[src/tcw_pkg.sv]
// Shared types, codes and constants of the terminal cell writer.
package tcw_pkg;

  // Field widths of the item payloads and the configuration port.
  localparam int OP_W        = 2;
  localparam int CHAR_W      = 8;
  localparam int COL_W       = 7;
  localparam int ROW_W       = 6;
  localparam int KIND_W      = 2;
  localparam int NUM_COLS_W  = 8;
  localparam int NUM_ROWS_W  = 7;
  localparam int CFG_DATA_W  = 8;
  localparam int CFG_IDX_W   = 1;

  // Configuration register indexes.
  localparam logic [CFG_IDX_W-1:0] CFG_NUM_COLUMNS = 1'b0;
  localparam logic [CFG_IDX_W-1:0] CFG_NUM_ROWS    = 1'b1;

  // Register values after reset.
  localparam logic [NUM_COLS_W-1:0] NUM_COLUMNS_RST = 8'd80;
  localparam logic [NUM_ROWS_W-1:0] NUM_ROWS_RST    = 7'd25;

  // Character codes.
  localparam logic [CHAR_W-1:0] CH_FILL  = 8'd46;
  localparam logic [CHAR_W-1:0] CH_LF    = 8'd10;
  localparam logic [CHAR_W-1:0] CH_CR    = 8'd13;
  localparam logic [CHAR_W-1:0] CH_BS    = 8'd8;
  localparam logic [CHAR_W-1:0] CH_TAB   = 8'd9;
  localparam logic [CHAR_W-1:0] CH_BLANK = 8'd32;

  typedef enum logic [OP_W-1:0] {
    OP_PUT  = 2'd0,
    OP_SET  = 2'd1,
    OP_READ = 2'd2,
    OP_NEXT = 2'd3
  } op_t;

  typedef enum logic [KIND_W-1:0] {
    KIND_READ  = 2'd0,
    KIND_FOUND = 2'd1,
    KIND_DONE  = 2'd2
  } kind_t;

  typedef struct packed {
    op_t               opcode;
    logic [CHAR_W-1:0] char_code;
    logic [COL_W-1:0]  col_x;
    logic [ROW_W-1:0]  row_y;
  } in_item_t;

  typedef struct packed {
    kind_t             result_kind;
    logic [CHAR_W-1:0] cell_char;
    logic [COL_W-1:0]  cell_col;
    logic [ROW_W-1:0]  cell_row;
  } out_item_t;

  // Cell store write selection.
  typedef enum logic [2:0] {
    WR_NONE  = 3'd0,
    WR_CLEAR = 3'd1,
    WR_CUR   = 3'd2,
    WR_BS    = 3'd3,
    WR_XY    = 3'd4,
    WR_SCAN  = 3'd5
  } wr_sel_t;

  // Cell store read address selection.
  typedef enum logic [1:0] {
    RD_HOLD = 2'd0,
    RD_XY   = 2'd1,
    RD_SCAN = 2'd2
  } rd_sel_t;

  // Cursor update.
  typedef enum logic [2:0] {
    CUR_HOLD = 3'd0,
    CUR_REM  = 3'd1,
    CUR_INC  = 3'd2,
    CUR_DEC  = 3'd3,
    CUR_LF   = 3'd4
  } cur_op_t;

  // Scan position update.
  typedef enum logic [2:0] {
    SCAN_HOLD     = 3'd0,
    SCAN_NEXT_ROW = 3'd1,
    SCAN_NEXT_COL = 3'd2,
    SCAN_FOUND    = 3'd3,
    SCAN_RESET    = 3'd4
  } scan_op_t;

  // Result register load.
  typedef enum logic [1:0] {
    OUT_NONE  = 2'd0,
    OUT_READ  = 2'd1,
    OUT_FOUND = 2'd2,
    OUT_DONE  = 2'd3
  } out_op_t;

  typedef struct packed {
    logic     load_item;
    wr_sel_t  wr_sel;
    logic     put_blank;
    rd_sel_t  rd_sel;
    cur_op_t  cur_op;
    scan_op_t scan_op;
    out_op_t  out_op;
    logic     tab_step;
    logic     div_start;
    logic     div_by_cols;
  } dp_cmd_t;

  typedef struct packed {
    op_t  in_op;
    logic clr_last;
    logic cur_ok;
    logic div_done;
    logic is_nl;
    logic is_bs;
    logic is_tab;
    logic tab_last;
    logic scan_col_in;
    logic scan_row_in;
    logic dirty;
    logic out_free;
  } dp_sts_t;

endpackage

[src/tcw_ctrl.sv]
// Controller state machine of the terminal cell writer.
module tcw_ctrl (
  input  logic             clk,
  input  logic             rst_n,
  input  logic             in_valid,
  output logic             in_stall,
  input  tcw_pkg::dp_sts_t sts,
  output tcw_pkg::dp_cmd_t cmd
);

  typedef enum logic [11:0] {
    S_CLEAR = 12'b0000_0000_0001,
    S_IDLE  = 12'b0000_0000_0010,
    S_NORM  = 12'b0000_0000_0100,
    S_NDIV  = 12'b0000_0000_1000,
    S_PUT   = 12'b0000_0001_0000,
    S_TAB   = 12'b0000_0010_0000,
    S_LDIV  = 12'b0000_0100_0000,
    S_SET   = 12'b0000_1000_0000,
    S_RD    = 12'b0001_0000_0000,
    S_RDOUT = 12'b0010_0000_0000,
    S_SCAN  = 12'b0100_0000_0000,
    S_SCHK  = 12'b1000_0000_0000
  } ctrl_state_t;

  ctrl_state_t state_r, state_nxt;

  // Items are taken only between operations.
  assign in_stall = (state_r != S_IDLE);

  // Next state and datapath commands.
  always_comb begin
    state_nxt = state_r;
    cmd       = '0;
    unique case (state_r)
      S_CLEAR: begin
        cmd.wr_sel = tcw_pkg::WR_CLEAR;
        if (sts.clr_last) begin
          state_nxt = S_IDLE;
        end
      end
      S_IDLE: begin
        if (in_valid) begin
          cmd.load_item = 1'b1;
          unique case (sts.in_op)
            tcw_pkg::OP_PUT:  state_nxt = S_NORM;
            tcw_pkg::OP_SET:  state_nxt = S_SET;
            tcw_pkg::OP_READ: state_nxt = S_RD;
            tcw_pkg::OP_NEXT: state_nxt = S_SCAN;
          endcase
        end
      end
      S_NORM: begin
        // A cursor left beyond a shrunken screen is reduced first.
        if (sts.cur_ok) begin
          state_nxt = S_PUT;
        end else begin
          cmd.div_start = 1'b1;
          state_nxt     = S_NDIV;
        end
      end
      S_NDIV: begin
        if (sts.div_done) begin
          cmd.cur_op = tcw_pkg::CUR_REM;
          state_nxt  = S_PUT;
        end
      end
      S_PUT: begin
        priority if (sts.is_nl) begin
          cmd.div_start   = 1'b1;
          cmd.div_by_cols = 1'b1;
          state_nxt       = S_LDIV;
        end else if (sts.is_bs) begin
          cmd.wr_sel = tcw_pkg::WR_BS;
          cmd.cur_op = tcw_pkg::CUR_DEC;
          state_nxt  = S_IDLE;
        end else if (sts.is_tab) begin
          state_nxt = S_TAB;
        end else begin
          cmd.wr_sel = tcw_pkg::WR_CUR;
          cmd.cur_op = tcw_pkg::CUR_INC;
          state_nxt  = S_IDLE;
        end
      end
      S_TAB: begin
        cmd.wr_sel    = tcw_pkg::WR_CUR;
        cmd.put_blank = 1'b1;
        cmd.cur_op    = tcw_pkg::CUR_INC;
        cmd.tab_step  = 1'b1;
        if (sts.tab_last) begin
          state_nxt = S_IDLE;
        end
      end
      S_LDIV: begin
        if (sts.div_done) begin
          cmd.cur_op = tcw_pkg::CUR_LF;
          state_nxt  = S_IDLE;
        end
      end
      S_SET: begin
        cmd.wr_sel = tcw_pkg::WR_XY;
        state_nxt  = S_IDLE;
      end
      S_RD: begin
        cmd.rd_sel = tcw_pkg::RD_XY;
        state_nxt  = S_RDOUT;
      end
      S_RDOUT: begin
        if (sts.out_free) begin
          cmd.out_op = tcw_pkg::OUT_READ;
          state_nxt  = S_IDLE;
        end
      end
      S_SCAN: begin
        // Column past the screen ends the pass; row past the screen moves on.
        priority if (!sts.scan_col_in) begin
          if (sts.out_free) begin
            cmd.out_op  = tcw_pkg::OUT_DONE;
            cmd.scan_op = tcw_pkg::SCAN_RESET;
            state_nxt   = S_IDLE;
          end
        end else if (!sts.scan_row_in) begin
          cmd.scan_op = tcw_pkg::SCAN_NEXT_COL;
        end else begin
          cmd.rd_sel = tcw_pkg::RD_SCAN;
          state_nxt  = S_SCHK;
        end
      end
      S_SCHK: begin
        if (sts.dirty) begin
          if (sts.out_free) begin
            cmd.out_op  = tcw_pkg::OUT_FOUND;
            cmd.wr_sel  = tcw_pkg::WR_SCAN;
            cmd.scan_op = tcw_pkg::SCAN_FOUND;
            state_nxt   = S_IDLE;
          end
        end else begin
          cmd.scan_op = tcw_pkg::SCAN_NEXT_ROW;
          state_nxt   = S_SCAN;
        end
      end
      default: begin
        state_nxt = S_IDLE;
      end
    endcase
  end

  always_ff @(posedge clk) begin
    if (!rst_n) begin
      state_r <= S_CLEAR;
    end else begin
      state_r <= state_nxt;
    end
  end

endmodule

[config.mk]
export PLATFORM = sky130hd
export DESIGN_NAME = tcw_ctrl
export DESIGN_NICKNAME = d
export VERILOG_FILES = /design/src/tcw_pkg.sv /design/src/tcw_ctrl.sv
export SDC_FILE = /design/constraint.sdc
export NUM_CORES = 1
export LEC_CHECK = 0
export BUFFER_PORTS_ARGS = -buffer_cell sky130_fd_sc_hd__buf_2
export CORE_ASPECT_RATIO = 1.2
export CORE_MARGIN = 10
export CORE_UTILIZATION = 50
export DETAILED_ROUTE_END_ITERATION = 16
export PLACE_DENSITY = 0.86
export SYNTH_ARGS = -nofsm -noshare
export SYNTH_HDL_FRONTEND = slang
export SYNTH_SLANG_ARGS = --single-unit
[constraint.sdc]
create_clock -name clk -period 2.6 [get_ports clk]
set_clock_uncertainty 0.05 [all_clocks]
set_input_delay 0.39 -clock clk [delete_from_list [all_inputs] [get_ports clk]]
set_output_delay 0.39 -clock clk [all_outputs]
set_load 0.1 [all_outputs]
==> metrics.md <==
| Metric | Value |
|---|---|
| Met3 wire len | 298 um |
| Initial Util | 52.3% |
| FFs w/ async S/R, synth | 0% |
| Share of final-layout standard cells stronger than drive strength 1 | 49.7% |
| Number of pins with negative max-slew slack in the final report | 0 |
| CTS tree | yes |
| Most instantiated flip-flop cell in the synthesis netlist | sky130_fd_sc_hd__dfxtp_1 |
| Global-route usage over all layers | 15.3% |
| Fraction of the core area covered by cells at the end of the flow | 78.4% |
| Detailed-route vias per instance | 6.01 |
| Combinational group share of total power | 32.7% |
| Number of nets in the synthesized netlist | 153 |
| # nets final | 195 |
| Synthesized area divided by synthesized cell count | 7.83 um^2 |
| Number of flops mapped to enable cells by yosys | 0 |
| Launch point of the worst path | state_r[2] |
| Total global routing overflow | 0 |
| Number of placed cells counting well taps | 196 |
| Die Wd | 62.3 um |
| Count of boundary I/O pins | 35 |
| Area grow syn2layout | 49.8% |
| Sequential share of power | 43.1% |
| Leakage | 0.661 nW |
| Critical Setup Path Class | reg -> out |
| Cell area after synthesis | 1070 um^2 |
| Clock Latency Late Sink | 0.28 ns |
| Period Utilization, post-route | 96.1% |
| First-pass GRT wire length | 5820 um |
| Yosys synthesis warning count | 0 |
| Wire length on met1 | 1410 um |
| Number of flip-flops under the largest register name | 12 |
| Final wirelength | 3530 um |
| Largest Register | state_r |
| Top post-synthesis cells by area | sky130_fd_sc_hd__dfxtp_1, sky130_fd_sc_hd__o21ai_0, sky130_fd_sc_hd__nor2b_1 |
| Cell internal power dissipation | 0.302 mW |
| Maximum root-to-sink buffer count | 2 |
| Standard cell core area | 2050 um^2 |
| Source of the worst register-to-register timing path | state_r[10] |
| Met2 Wirelength | 1780 um |
| PwrDens | 286 nW/um^2 |
| Distinct cells, synth | 49 |
| Net Switching | 0.158 mW |
| Portion of total power attributed to the clock network | 24.2% |
| Beginning of the worst hold path | sts[12] |
| Status | completed |
| Post-synthesis cell count | 137 |
| Synth top cells by count | sky130_fd_sc_hd__o21ai_0, sky130_fd_sc_hd__dfxtp_1 |
| Final hold slack | 0.260 ns |
| Maximum number of pins on one net before global-route repair | 13 |
| Die area | 4400 um^2 |
| Dpl hpwl | 2620 um |
| Time the final worst path needs with I/O delays and setup | 2.50 ns |
| Initial drt markers | 56 |
| Part of the Yosys area used for sequential elements | 22.4% |
| Top-count cell post-synth | sky130_fd_sc_hd__o21ai_0 |
| First drt pass iteration count | 4 |
| Worst-case reg-to-reg path depth | 8 |
| Final cell count without fillers | 207 |
| Total number of H-tree levels | 1 |
| CTS clk-pin slew, worst paths | 0.07 ns |
| Worst-case vdd ir drop | 0.385 mV |
| Remaining design rule violation count | 0 |
| Top fanout value on the critical path | 8 |
| Antenna violations before repair | 0 |
| CP required | 2.16 ns |
| Top-area cell type share of the netlist area | 22.4% |
| Switching share of power | 34.4% |
| Largest registers in the final layout | state_r: 12 flops |
| Wire length per cell after detailed routing | 17.0 um |
| Max-cap violations | 0 |
| Buffer cell driving the clock tree root | sky130_fd_sc_hd__clkbuf_4 |
| Num Clock Sinks | 12 |
| Number of global-route vias before repair | 1,211 |
| Endpoint class of the critical path | output pin |
| Post-route total power | 0.460 mW |
| Type of origin of the critical path | flop |
| TritonCTS buffer count | 3 |
| Relative max-transition margin | 67.4% |
| Final number of setup-violating endpoints | 0 |
| Signal arrival time at the worst endpoint | 2.06 ns |
| Final weighted congestion in routability-driven placement | 0.989 |
| Total of hold buffers inserted after clock tree synthesis | 0 |
| Final hold vios | 0 |
| Largest area contributor in the synthesized netlist | sky130_fd_sc_hd__dfxtp_1 |
| Type of the tightest min-delay check | in -> reg |
| Cell count of the worst hold path | 2 |
| Least-Margin Pin Slew | 0.492 ns |
| Setup TNS | 0 ns |
| Port Buffer Count | 34 |
| Height of the chip | 70.7 um |
| Highest clock rate | 0.400 GHz |
| Top routing layer in use | met4 |
| Antenna cells | 0 |
| Cell Rows | 18 |
| Via count | 1,244 |
| Number of register bits inferred by synthesis | 12 |
| DRT antenna net count | 0 |
| Fill cells | 134 |
==> layout by cell type (no fill, tap or decap), drive strengths merged, types with 3 or more instances in the layout <==
cell	count
o21ai	15
inv	8
or4b	3
nand2	9
nor3b	3
nor2	8
and3	5
clkbuf	5
nand3	6
a21oi	4
nor4	5
buf	42
dfxtp	12
and2	4
nand2b	3
nor2b	8
nor3	5
nand4	5
==> routing by layer <==
| layer | track usage, % | up-vias |
|---|---|---|
| met1 | 17.5 | 586 |
| met5 | 0 | - |
| met2 | 26.9 | 66 |
| met3 | 4.25 | 4 |
| li1 | - | 588 |
| met4 | 4.73 | 0 |
==> kinds of logic (layout without fill, tap and decap cells) <==
family / count (synthesis) / after routing / share of synthesized area, %
and+or+nand+nor: 76 / 76 / 49.1
AOI/OAI and AO/OA: 30 / 30 / 17.5
buffers and inverters: 15 / 55 / 7.47
DFF: 12 / 12 / 22.4
xor gates and xnor gates: 2 / 2 / 1.63
muxes: 2 / 2 / 1.87
==> stage by stage <==
stage,cell area [um^2],setup WS [ns]
floorplan,1150,-0.240
global placement,1490,0.315
detailed placement,1490,0.232
CTS,1550,0.0168
global route,1610,-0.0403
finish,1610,0.102
==> worst paths after layout <==
check	to	slack [ns]
hold / removal	state_r[2]	0.26
setup / recovery	cmd[14]	0.10
setup reg to reg	state_r[7]	0.46
hold reg to reg	state_r[11]	0.56
==> power by group through the flow <==
stage	Clock, mW	Sequential [mW]	Combinational [mW]
after floorplan	0	0.196	0.0959
after global placement	0	0.201	0.132
after detailed placement	0	0.201	0.136
after CTS	0.116	0.198	0.138
after global routing	0.122	0.199	0.159
final	0.111	0.198	0.151
==> critical path, cell delays in order (launching register included) <==
cell and delay (ns):
sky130_fd_sc_hd__dfxtp_2 0.38, sky130_fd_sc_hd__nor4_4 0.29, sky130_fd_sc_hd__and2b_2 0.23, sky130_fd_sc_hd__and2_2 0.21, sky130_fd_sc_hd__and3_4 0.21, sky130_fd_sc_hd__nand3_2 0.13, sky130_fd_sc_hd__nand3_2 0.13, sky130_fd_sc_hd__buf_12 0.18
==> timing repair <==
item                       4_1_cts  5_1_grt
cloned                           0        0
gates resized for setup          3       12
setup buffers                    4        4
pin swaps                        2        3
setup endpoints to repair        8       11
==> layout make-up <==
type,instances,area (um^2),share of cell area (%)
tap,30,37.5,2.34
inverter,8,30.0,1.87
multi-input combinational,110,852,53.0
timing repair buffer,44,415,25.9
clock buffer,3,22.5,1.40
sequential,12,249,15.5
Note: power is estimated with default switching activity, not from simulation.
